File: config.mk
export PLATFORM = sky130hd
export DESIGN_NAME = virtio_block_request_parser
export DESIGN_NICKNAME = d
export VERILOG_FILES = /design/src/rtl/core/vbrp_pkg.sv /design/src/rtl/core/vbrp_in_stage.sv /design/src/rtl/core/vbrp_core.sv /design/src/rtl/core/vbrp_out_stage.sv /design/src/rtl/core/virtio_block_request_parser.sv
export SDC_FILE = /design/constraint.sdc
export NUM_CORES = 1
export LEC_CHECK = 0
export ABC_AREA = 1
export ABC_CLOCK_PERIOD_IN_PS = 7100
export BUFFER_PORTS_ARGS = -buffer_cell sky130_fd_sc_hd__buf_2
export CAP_MARGIN = 40
export CORE_ASPECT_RATIO = 2
export CORE_MARGIN = 4
export CORE_UTILIZATION = 59
export DETAILED_ROUTE_END_ITERATION = 6
export PLACE_DENSITY = 0.89
export SYNTH_ARGS = -nofsm -noshare
export SYNTH_HDL_FRONTEND = slang
export SYNTH_SLANG_ARGS = --single-unit
File: constraint.sdc
create_clock -name aclk -period 7.1 [get_ports aclk]
set_input_delay 0.71 -clock aclk [delete_from_list [all_inputs] [get_ports aclk]]
set_output_delay 0.71 -clock aclk [all_outputs]
set_load 0.05 [all_outputs]
File: src/rtl/core/vbrp_pkg.sv
// Package for the virtio block request parser.
// Holds constants, codes and the beat types shared by all rtl/core modules.
// No dependencies.
package vbrp_pkg;

    localparam int unsigned SECTOR_BYTES = 512;
    localparam int unsigned ID_BYTES     = 20;
    localparam int unsigned HEADER_BYTES = 16;

    // sector size is a power of two: multiply is a shift, remainder a mask
    localparam int unsigned SECTOR_SHIFT = $clog2(SECTOR_BYTES);

    localparam int unsigned CFG_INDEX_W = 1;
    localparam int unsigned CFG_DATA_W  = 8;

    localparam logic [CFG_INDEX_W-1:0] CFG_WR_PROTECT = 1'd0;
    localparam logic [CFG_INDEX_W-1:0] CFG_ID_LENGTH  = 1'd1;

    localparam logic [31:0] REQ_TYPE_IN    = 32'd0;
    localparam logic [31:0] REQ_TYPE_OUT   = 32'd1;
    localparam logic [31:0] REQ_TYPE_FLUSH = 32'd4;
    localparam logic [31:0] REQ_TYPE_GETID = 32'd8;

    typedef enum logic [2:0] {
        ACT_NONE       = 3'd0,
        ACT_READ       = 3'd1,
        ACT_WRITE      = 3'd2,
        ACT_FLUSH      = 3'd3,
        ACT_COPY_ID    = 3'd4,
        ACT_FIN_STATUS = 3'd5,
        ACT_FIN_NOSTAT = 3'd6
    } action_t;

    typedef enum logic [1:0] {
        ST_OK     = 2'd0,
        ST_IOERR  = 2'd1,
        ST_UNSUPP = 2'd2
    } status_t;

    typedef enum logic [4:0] {
        KIND_READ  = 5'b00001,
        KIND_WRITE = 5'b00010,
        KIND_FLUSH = 5'b00100,
        KIND_ID    = 5'b01000,
        KIND_ERROR = 5'b10000
    } kind_t;

    typedef struct packed {
        logic [31:0] len;
        logic        writable;
        logic        last;
        logic [31:0] req_type;
        logic [63:0] req_sector;
    } desc_t;

    typedef struct packed {
        action_t     action;
        logic [63:0] byte_offset;
        logic [31:0] byte_count;
        status_t     status_code;
        logic [31:0] used_bytes;
        logic        chain_done;
    } result_t;

endpackage

File: src/rtl/core/vbrp_in_stage.sv
// Input register stage of the request parser: holds one descriptor beat.
// Depends on vbrp_pkg.
module vbrp_in_stage import vbrp_pkg::*; (
    input  logic  aclk,
    input  logic  aresetn,
    input  logic  in_valid,
    output logic  in_ready,
    input  desc_t in_desc,
    output logic  held_valid,
    input  logic  held_take,
    output desc_t held_desc
);

    logic  valid_reg;
    logic  valid_next;
    desc_t desc_reg;

    assign in_ready   = !valid_reg || held_take;
    assign valid_next = (in_valid && in_ready) || (valid_reg && !held_take);

    always_ff @(posedge aclk) begin
        if (!aresetn) begin
            valid_reg <= 1'b0;
        end else begin
            valid_reg <= valid_next;
        end
    end

    always_ff @(posedge aclk) begin
        if (in_valid && in_ready) begin
            desc_reg <= in_desc;
        end
    end

    assign held_valid = valid_reg;
    assign held_desc  = desc_reg;

endmodule

File: src/rtl/core/vbrp_core.sv
// Request state and per-descriptor decode of the request parser.
// Holds the config registers and chain state; depends on vbrp_pkg.
module vbrp_core import vbrp_pkg::*; (
    input  logic                   aclk,
    input  logic                   aresetn,
    input  logic                   cfg_wr_en,
    input  logic [CFG_INDEX_W-1:0] cfg_index,
    input  logic [CFG_DATA_W-1:0]  cfg_wdata,
    input  logic                   load,
    input  desc_t                  desc,
    output result_t                res
);

    localparam logic [8:0]  ID_BYTES_W  = 9'(ID_BYTES);
    localparam logic [31:0] HEADER_LEN  = 32'(HEADER_BYTES);
    localparam logic [31:0] ID_LEN      = 32'(ID_BYTES);

    logic        wr_protect_reg;
    logic [7:0]  id_length_reg;

    logic        in_body_reg,  in_body_next;
    kind_t       kind_reg,     kind_next;
    status_t     status_reg,   status_next;
    logic [63:0] offset_reg,   offset_next;
    logic [31:0] used_reg,     used_next;

    logic        status_byte;
    logic        want_wr;
    logic [8:0]  id_plus1;
    logic [8:0]  id_count;
    logic        data_kind;

    always_ff @(posedge aclk) begin
        if (!aresetn) begin
            wr_protect_reg <= 1'b0;
            id_length_reg  <= '0;
        end else if (cfg_wr_en) begin
            unique case (cfg_index)
                CFG_WR_PROTECT: wr_protect_reg <= cfg_wdata[0];
                CFG_ID_LENGTH:  id_length_reg  <= cfg_wdata;
                default: ;
            endcase
        end
    end

    assign status_byte = (desc.len == 32'd1) && desc.writable && desc.last;
    assign want_wr     = (kind_reg == KIND_READ) || (kind_reg == KIND_ID);
    assign data_kind   = (kind_reg == KIND_READ) || (kind_reg == KIND_WRITE);
    assign id_plus1    = {1'b0, id_length_reg} + 9'd1;
    assign id_count    = (id_plus1 > ID_BYTES_W) ? ID_BYTES_W : id_plus1;

    always_comb begin
        in_body_next = in_body_reg;
        kind_next    = kind_reg;
        status_next  = status_reg;
        offset_next  = offset_reg;
        used_next    = used_reg;

        res.action      = ACT_NONE;
        res.byte_offset = '0;
        res.byte_count  = '0;
        res.chain_done  = 1'b0;

        if (!in_body_reg) begin
            status_next = ST_OK;
            used_next   = '0;
            offset_next = '0;
            kind_next   = KIND_ERROR;
            if (status_byte) begin
                status_next    = ST_IOERR;
                res.action     = ACT_FIN_STATUS;
                res.chain_done = 1'b1;
            end else if (desc.writable || desc.last || desc.len != HEADER_LEN) begin
                status_next = ST_IOERR;
                if (desc.last) begin
                    res.action     = ACT_FIN_NOSTAT;
                    res.chain_done = 1'b1;
                end else begin
                    in_body_next = 1'b1;
                end
            end else begin
                in_body_next = 1'b1;
                offset_next  = desc.req_sector << SECTOR_SHIFT;
                case (desc.req_type)
                    REQ_TYPE_IN: kind_next = KIND_READ;
                    REQ_TYPE_OUT: begin
                        if (wr_protect_reg) begin
                            status_next = ST_IOERR;
                        end else begin
                            kind_next = KIND_WRITE;
                        end
                    end
                    REQ_TYPE_FLUSH: begin
                        if (desc.req_sector != '0) begin
                            status_next = ST_IOERR;
                        end else begin
                            kind_next  = KIND_FLUSH;
                            res.action = ACT_FLUSH;
                        end
                    end
                    REQ_TYPE_GETID: kind_next = KIND_ID;
                    default: status_next = ST_UNSUPP;
                endcase
            end
        end else if (status_byte) begin
            in_body_next   = 1'b0;
            res.action     = ACT_FIN_STATUS;
            res.chain_done = 1'b1;
        end else begin
            if (desc.writable != want_wr) begin
                status_next = ST_IOERR;
            end
            if (desc.last) begin
                in_body_next   = 1'b0;
                res.action     = ACT_FIN_NOSTAT;
                res.chain_done = 1'b1;
            end else if (status_next != ST_OK) begin
                res.action = ACT_NONE;
            end else if (data_kind) begin
                if (desc.len[SECTOR_SHIFT-1:0] != '0) begin
                    status_next = ST_IOERR;
                end else begin
                    offset_next     = offset_reg + {32'd0, desc.len};
                    res.byte_offset = offset_reg;
                    res.byte_count  = desc.len;
                    if (kind_reg == KIND_READ) begin
                        used_next  = used_reg + desc.len;
                        res.action = ACT_READ;
                    end else begin
                        res.action = ACT_WRITE;
                    end
                end
            end else if (kind_reg == KIND_ID) begin
                if (desc.len != ID_LEN) begin
                    status_next = ST_IOERR;
                end else begin
                    used_next      = used_reg + {23'd0, id_count};
                    res.byte_count = {23'd0, id_count};
                    res.action     = ACT_COPY_ID;
                end
            end
        end

        res.status_code = status_next;
        res.used_bytes  = used_next;
    end

    always_ff @(posedge aclk) begin
        if (!aresetn) begin
            in_body_reg <= 1'b0;
            kind_reg    <= KIND_READ;
            status_reg  <= ST_OK;
            offset_reg  <= '0;
            used_reg    <= '0;
        end else if (load) begin
            in_body_reg <= in_body_next;
            kind_reg    <= kind_next;
            status_reg  <= status_next;
            offset_reg  <= offset_next;
            used_reg    <= used_next;
        end
    end

    a_done_ends_chain: assert property (@(posedge aclk) disable iff (!aresetn)
        load && res.chain_done |=> !in_body_reg)
        else $error("chain still open after finishing beat");

    a_cmd_needs_ok: assert property (@(posedge aclk) disable iff (!aresetn)
        load && (res.action == ACT_READ || res.action == ACT_WRITE
                 || res.action == ACT_COPY_ID) |-> res.status_code == ST_OK)
        else $error("command issued with bad status");

    a_header_clears_used: assert property (@(posedge aclk) disable iff (!aresetn)
        load && !in_body_reg |=> used_reg == '0)
        else $error("used count not cleared on header");

    a_write_keeps_used: assert property (@(posedge aclk) disable iff (!aresetn)
        load && in_body_reg && kind_reg == KIND_WRITE |=> $stable(used_reg))
        else $error("write request changed used count");

endmodule

File: src/rtl/core/vbrp_out_stage.sv
// Result register stage of the request parser: holds one result beat.
// Depends on vbrp_pkg.
module vbrp_out_stage import vbrp_pkg::*; (
    input  logic    aclk,
    input  logic    aresetn,
    input  logic    src_valid,
    output logic    load,
    input  result_t src_res,
    output logic    out_valid,
    input  logic    out_ready,
    output result_t out_res
);

    logic    valid_reg;
    logic    valid_next;
    result_t res_reg;

    assign load       = src_valid && (!valid_reg || out_ready);
    assign valid_next = load || (valid_reg && !out_ready);

    always_ff @(posedge aclk) begin
        if (!aresetn) begin
            valid_reg <= 1'b0;
        end else begin
            valid_reg <= valid_next;
        end
    end

    always_ff @(posedge aclk) begin
        if (load) begin
            res_reg <= src_res;
        end
    end

    assign out_valid = valid_reg;
    assign out_res   = res_reg;

endmodule

File: src/rtl/core/virtio_block_request_parser.sv
// Virtio block request parser, top level.
// Channels: s_* takes one descriptor beat of a request chain (header first,
//   then data descriptors, then the status byte); m_* gives one result beat
//   per descriptor: the command to run, status and used byte count.
// Config: cfg_wr_en/cfg_index/cfg_wdata write the write-protect flag (0) and
//   id_length (1); write only while no descriptor is in flight.
// Path: an accepted descriptor is held in the input register, decoded
//   combinationally, and its result is registered once the result register is free.
// Throughput: one descriptor per cycle while m_ready does not hold the result
//   register, set by the input register feeding the combinational decode and the result register.
// Stall: while m_ready is low the held result stays put and one more
//   descriptor waits in the input register; s_ready then drops.
// Reset (aresetn low, synchronous): both stages empty, chain state back to
//   awaiting a header, config registers cleared. No clearing pass.
// Depends on vbrp_pkg, vbrp_in_stage, vbrp_core, vbrp_out_stage.
module virtio_block_request_parser import vbrp_pkg::*; (
    input  logic                   aclk,
    input  logic                   aresetn,
    input  logic                   cfg_wr_en,
    input  logic [CFG_INDEX_W-1:0] cfg_index,
    input  logic [CFG_DATA_W-1:0]  cfg_wdata,
    input  logic                   s_valid,
    output logic                   s_ready,
    input  logic [31:0]            s_desc_len,
    input  logic                   s_desc_writable,
    input  logic                   s_desc_last,
    input  logic [31:0]            s_req_type,
    input  logic [63:0]            s_req_sector,
    output logic                   m_valid,
    input  logic                   m_ready,
    output logic [2:0]             m_action,
    output logic [63:0]            m_byte_offset,
    output logic [31:0]            m_byte_count,
    output logic [1:0]             m_status_code,
    output logic [31:0]            m_used_bytes,
    output logic                   m_chain_done
);

    desc_t   in_desc;
    desc_t   held_desc;
    logic    held_valid;
    logic    load;
    result_t core_res;
    result_t out_res;

    assign in_desc.len        = s_desc_len;
    assign in_desc.writable   = s_desc_writable;
    assign in_desc.last       = s_desc_last;
    assign in_desc.req_type   = s_req_type;
    assign in_desc.req_sector = s_req_sector;

    vbrp_in_stage u_in_stage (
        .aclk       (aclk),
        .aresetn    (aresetn),
        .in_valid   (s_valid),
        .in_ready   (s_ready),
        .in_desc    (in_desc),
        .held_valid (held_valid),
        .held_take  (load),
        .held_desc  (held_desc)
    );

    vbrp_core u_core (
        .aclk      (aclk),
        .aresetn   (aresetn),
        .cfg_wr_en (cfg_wr_en),
        .cfg_index (cfg_index),
        .cfg_wdata (cfg_wdata),
        .load      (load),
        .desc      (held_desc),
        .res       (core_res)
    );

    vbrp_out_stage u_out_stage (
        .aclk      (aclk),
        .aresetn   (aresetn),
        .src_valid (held_valid),
        .load      (load),
        .src_res   (core_res),
        .out_valid (m_valid),
        .out_ready (m_ready),
        .out_res   (out_res)
    );

    assign m_action      = out_res.action;
    assign m_byte_offset = out_res.byte_offset;
    assign m_byte_count  = out_res.byte_count;
    assign m_status_code = out_res.status_code;
    assign m_used_bytes  = out_res.used_bytes;
    assign m_chain_done  = out_res.chain_done;

endmodule

==> out/summary.txt, run 1 <==
final core occ -> 0.680
reg-to-reg startpoint -> u_core.id_length_reg[0]
post-synthesis cell count -> 2709
DRC -> 0
Initial Util -> 0.599
status -> finished clean
die area -> 0.0398 sq mm
final wirelength -> 75.5 mm
initial antenna violation count -> 6
dpl cell area -> 0.0233 sq mm
vias in the first global route -> 20809
crit path DAT -> 4.38 ns
Avg Vias per Cell -> 6.03
maximum fanout along the worst path -> 8
Setup violations, final -> 0
setup TNS -> 0 ns
Sink Count -> 379
Port Buf Inserts -> 279
Cell Rows -> 98
startpoint types -> flip-flop
CTS Buffer Depth -> 3
DRT antenna net count -> 0
GR Overflow Total -> 0
Root Buffer -> clkbuf_16
synth top area cells -> edfxtp_1 37%, dfxtp_1 11%, nand2_1 9.7%
synthesized area per cell -> 7.94 sq um
Rel. slew slack -> 0.340
Max Fclk -> 245 MHz
origin of the worst setup path -> u_core.id_length_reg[0]
Most used DFF post-synth -> edfxtp_1
Tmin final -> 4.08 ns
nets -> 3195
fin. max-slew vios -> 0
Hold Crit Class -> input pin to flip-flop
yosys warns -> 0
actual slew at the worst max-slew pin -> 0.990 ns
part of the cycle the worst path needs -> 0.574
DRT iter0 DRCs -> 1890
CP max stage delay -> 0.43 ns
Worst Hold Launch -> s_req_type[14]
Static Leak -> 10.3 nW
number of CTS-inserted buffers -> 35
Design Area, Final -> 0.0244 sq mm
top-area cell type share of the netlist area -> 0.368
Worst-path clk slew -> 0.07 ns
die width -> 143 um
sequential area share after synthesis -> 0.475
Routed WL per cell -> 21.8 um
Post-Syn Area -> 0.0215 sq mm
largest net degree at the start of global routing -> 86
crit path cell chain -> ha_1, nand3_1, nor2_1, xor2_1, nand4_1, nor2_1, ha_1, fa_1, nand3_1, nand2_1, nand3_1, nand3_1, nand2_1, nor2_2, nand2_1, nand2_1, nand3_1, nand3_1, nand2_1, nand2_1, inv_1
most common cell in the netlist -> nand2_1
Power Density -> 219 mW/mm^2
max reg flops -> 134
hold_buf cts -> 0
gpl congestion -> 1.09
peak supply drop -> 0.358 mV
Yosys reg bits -> 379
Clock Latency Late Sink -> 0.55 ns
Setup Fix Bufs, Post-CTS -> 0
Post-synth EDFFs -> 264
drt pass-1 iters -> 6
unrepaired setup endpoints after global routing -> false
Data required, critical path -> 7.40 ns
clk_skew -> 0.0199 ns
Worst Setup End Kind -> flip-flop
synth unique cells -> 59
num ports -> 280
first-pass GRT wire length -> 114 mm
CTS tree -> built
Hold Vio Cnt, Final -> 0
async set-reset flop share out of synthesis -> 0
share of layout cells above drive strength 1 -> 0.143
critical path type -> flip-flop to flip-flop
most common library cells after synthesis -> 555 x nand2_1, 343 x inv_1, 323 x nor2_1, 284 x a21oi_1, 264 x edfxtp_1
Area Growth Syn to Fin -> 13.5%
gr usage total -> 0.373
MaxCap Viol Count -> 0
total number of vias -> 20830
R2R setup slack -> 3.02 ns
post-CTS resize count -> 0
area leader, netlist -> edfxtp_1
CTS H-tree depth -> 2
Slowest cell on crit path -> dfxtp_1
HPWL Detailed -> 56.9 mm
core region area -> 0.0359 sq mm
DIE HEIGHT -> 278 um
worst max-delay path, delay by kind of cell, from the launching register on:
kind                     cells  cell delay [ns]
buffers and inverters        1             0.05
adder cells (fa/ha/maj)      3             0.83
flip-flops                   1             0.43
XOR/XNOR                     1             0.20
AND/OR/NAND/NOR             16             2.32
worst paths after layout:
check                             end  cells after the start
max           u_out_stage.out_res[29]                     21
min          u_in_stage.held_desc[78]                      1
max reg2reg   u_out_stage.out_res[29]                     21
min reg2reg     u_out_stage.out_valid                      2
per-stage QoR:
step	total power, mW	worst slack [ns]	hold WS (ns)	std cells
6_report	5.36	3.02	0.326	3457
2_1_floorplan	3.22	1.36	0.443	2716
5_1_grt	5.54	2.72	0.316	3457
3_3_place_gp	3.46	3.41	0.451	3385
3_5_place_dp	3.49	3.23	0.468	3387
4_1_cts	5.35	3.19	0.311	3451
area by class of cell:
class / instances / area [sq um]
Multi-Input combinational cell: 1897 / 9570
Timing Repair Buffer: 292 / 1530
Clock buffer: 41 / 938
Antenna cell: 6 / 15.0
Fill cell: 2872 / 11500
Sequential cell: 379 / 10200
Clock inverter: 23 / 189
Tap cell: 450 / 563
Inverter: 369 / 1400
layout by cell type, fill, tap and decap left out, types with 8 or more instances in the layout:
master     Yosys  layout
inv_2         22      22
edfxtp_1     264     264
nand3_1      187     187
o211ai_1      10      10
o21ai_0      137     137
buf_4          7      12
clkinv_1       2      10
nand2_1      555     555
a21oi_1      284     284
nor4_1        32      32
nand4_1       40      40
ha_1          74      74
xor2_1        15      15
dfxtp_1      115     114
nand2_2       12      12
nor2_1       323     323
buf_2         25     278
inv_1        343     341
clkbuf_16      0      35
xnor2_1        9       9
conb_1         1       8
o21ai_1       71      71
o21bai_1      17      17
nor2_2         9       8
nor3_1        31      31
power by group:
part           internal [mW]  switching [mW]
sequential              2.49           0.110
combinational          0.244           0.636
clock                   1.00           0.878
total                   3.73            1.62
cell families (layout without fill, tap and decap cells):
group,after synthesis,in the layout,share of synthesized area
AOI/OAI and AO/OA,560,560,0.138
and+or+nand+nor,1227,1227,0.248
adders and majority gates,77,77,0.0458
buffers and inverters,440,725,0.0813
DFF,379,379,0.475
other,1,14,0.000174
xor gates and xnor gates,25,25,0.0110
layer usage:
metal / vias to the layer above / wire length [um] / share of wire / track usage
met4: 0 / 7360 / 0.098 / 0.292
met2: 1179 / 40200 / 0.53 / 0.691
met3: 372 / 4800 / 0.064 / 0.0425
met1: 9613 / 23200 / 0.31 / 0.363
met5: - / 0 / 0 / 0
li1: 9666 / - / - / -
(Power assumes the default switching activity.)
==> run 2, diff against run 1 <==
Settings changed: ABC_CLOCK_PERIOD_IN_PS 7100 to 3900.
Clock period 7.1 ns to 3.9 ns, I/O delays scaled along.
==> out/summary.txt, run 2 (synthesized netlist as in run 1, its figures left out) <==
nets -> 3236 (+1.3%)
drt pass-1 iters -> 7 (+1)
MaxCap Viol Count -> 0 (unchanged)
num ports -> 280 (unchanged)
Fillers -> 2826 (-1.6%)
Reg power frac -> 0.465 (-0.020)
Hold Crit Class -> input pin to flip-flop
CTS tree -> built
number of CTS-inserted buffers -> 36 (+2.9%)
maximum fanout along the worst path -> 8 (unchanged)
met1 wire length -> 23.7 mm (+2.4%)
Hold Slack -> 0.0130 ns (-0.313 ns)
DIE HEIGHT -> 278 um (unchanged)
max reg flops -> 134 (unchanged)
DRC -> 1 (+1)
Tmin final -> 3.65 ns (-0.427 ns)
Hold Vio Cnt, Final -> 0 (unchanged)
CTS Buffer Depth -> 3 (unchanged)
crit path DAT -> 3.94 ns (-0.44 ns)
DRT antenna net count -> 0 (unchanged)
part of the cycle the worst path needs -> 0.936 (+0.362)
Met2 Wirelength -> 41.6 mm (+3.5%)
Highest Signal Layer -> met4
gr usage total -> 0.382 (+0.00943)
Setup violations, final -> 0 (unchanged)
critical path type -> flip-flop to flip-flop
peak supply drop -> 0.737 mV (+110%)
Area Growth Syn to Fin -> 16.3%
PnR worst setup slack -> 0.250 ns (-2.77 ns)
Worst Setup End Kind -> flip-flop
Avg Vias per Cell -> 6.01 (-0.33%)
actual slew at the worst max-slew pin -> 1.13 ns (+0.137 ns)
Root Buffer -> clkbuf_16
initial antenna violation count -> 4 (-2)
total number of vias -> 21007 (+0.85%)
gpl congestion -> 1.05 (-3.3%)
die width -> 143 um (unchanged)
Power Density -> 406 mW/mm^2 (+85%)
Static Leak -> 10.6 nW (+2.5%)
Worst-path clk slew -> 0.07 ns (about the same)
DRT iter0 DRCs -> 2092 (+11%)
Design Area, Final -> 0.0250 sq mm (+2.4%)
fin. max-slew vios -> 0 (unchanged)
final wirelength -> 77.9 mm (+3.1%)
GR Overflow Total -> 0 (unchanged)
Net Sw Frac -> 0.298 (-0.00519)
clock power share -> 0.372 (+0.021)
die area -> 0.0398 sq mm (unchanged)
status -> complete, but fails checks
largest net degree at the start of global routing -> 191 (+120%)
CTS H-tree depth -> 2 (unchanged)
Port Buf Inserts -> 279 (unchanged)
first-pass GRT wire length -> 116 mm (+2.2%)
Data required, critical path -> 4.19 ns (-3.21 ns)
Max Fclk -> 274 MHz (+12%)
failing checks -> design-rule violations
Place WS -> 0.0877 ns (-3.14 ns)
HPWL Detailed -> 58.2 mm (+2.2%)
Int Power -> 7.13 mW (+91%)
core region area -> 0.0359 sq mm (unchanged)
share of layout cells above drive strength 1 -> 0.150 (+0.00690)
vias in the first global route -> 21001 (+0.92%)
Clock Latency Late Sink -> 0.56 ns (about the same)
commonest non-fill, non-tap cell in the layout -> nand2_1
Routed WL per cell -> 22.3 um (+1.9%)
setup TNS -> 0 ns (unchanged)
Psw -> 3.03 mW (+86%)
startpoint types -> flip-flop
clk_skew -> 0.0258 ns (+0.00589 ns)
Sink Count -> 379 (unchanged)
Rel. slew slack -> 0.248 (-0.0914)
Gate power share -> 0.163 (about the same)
Cell Rows -> 98 (unchanged)
commonest cells after routing, fill and taps aside -> 553 x nand2_1, 341 x inv_1, 320 x nor2_1
routed wl met3 -> 4.80 mm (about the same)
dpl cell area -> 0.0234 sq mm (+0.39%)
Initial Util -> 0.599 (unchanged)
-- run 2: cell types whose count changed in the layout (fill, tap and decap cells not counted), moves of 4 or more --
cell           previous run  this run
clkinv_1                 10         5
bufinv_16                 1         5
dlygate4sd3_1             0        31
buf_4                    12        18
-- run 2: final cells by class --
type | count | area, sq um | share of cell area
Tap cell | 450 | 563 | 0.0225
Inverter | 369 | 1400 | 0.0558
Sequential cell | 379 | 10200 | 0.409
Timing Repair Buffer | 332 | 1940 | 0.0774
Clock inverter | 22 | 288 | 0.0115
Clock buffer | 44 | 961 | 0.0384
Antenna cell | 5 | 12.5 | 0.000500
Multi-Input combinational cell | 1897 | 9620 | 0.385
-- run 2: worst paths after layout --
kind,from,end,slack (ns),depth (start not counted)
setup reg to reg,u_core.id_length_reg[1],u_out_stage.out_res[30],0.25,23
hold / removal,s_req_sector[59],u_in_stage.held_desc[59],0.01,1
hold reg to reg,u_in_stage.held_valid,u_out_stage.out_valid,0.48,2
setup / recovery,u_core.id_length_reg[1],u_out_stage.out_res[30],0.25,23
-- run 2: worst max-delay path, stage by stage (launching register included) --
cell	delay, ns
dfxtp_1	0.38
ha_2	0.23
nand3_1	0.11
xnor2_1	0.19
o21ai_0	0.12
nand4_1	0.31
nor2_2	0.23
inv_1	0.09
ha_1	0.35
nand2_1	0.11
inv_1	0.09
nand2_1	0.06
nand2_1	0.05
nand2_1	0.07
nand3_2	0.15
inv_1	0.10
nor2_4	0.17
nand2_1	0.13
inv_2	0.07
nand4_1	0.08
nand2_1	0.10
nand2_1	0.05
nand3_1	0.11
inv_1	0.05
-- run 2: what timing repair did --
action,4_1_cts,5_1_grt
hold endpoints to repair,29,2
endpoints found under the setup margin,0,49
hold buffers,29,2
setup buffers,0,1
gates resized for setup,0,17
-- run 2: metrics by stage --
stage | utilization | std cells | total power [mW]
after floorplan | - | 2716 | 5.85
after global placement | 0.649 | 3393 | 6.33
after detailed placement | 0.651 | 3395 | 6.38
after CTS | 0.694 | 3490 | 10.1
after global routing | 0.696 | 3498 | 10.5
final | 0.696 | 3498 | 10.2
-- run 2: power by group through the flow --
stage | clock network (mW) | registers [mW] | logic (mW)
2_1_floorplan | 0 | 4.96 | 0.890
3_3_place_gp | 0 | 4.78 | 1.54
3_5_place_dp | 0 | 4.79 | 1.58
4_1_cts | 3.79 | 4.71 | 1.62
5_1_grt | 3.95 | 4.74 | 1.79
6_report | 3.78 | 4.72 | 1.66
-- run 2: routing by layer --
layer | track usage | vias up
met4 | 0.300 | 0
met1 | 0.368 | 9720
met3 | 0.0454 | 374
met2 | 0.712 | 1164
met5 | 0 | -
li1 | - | 9749
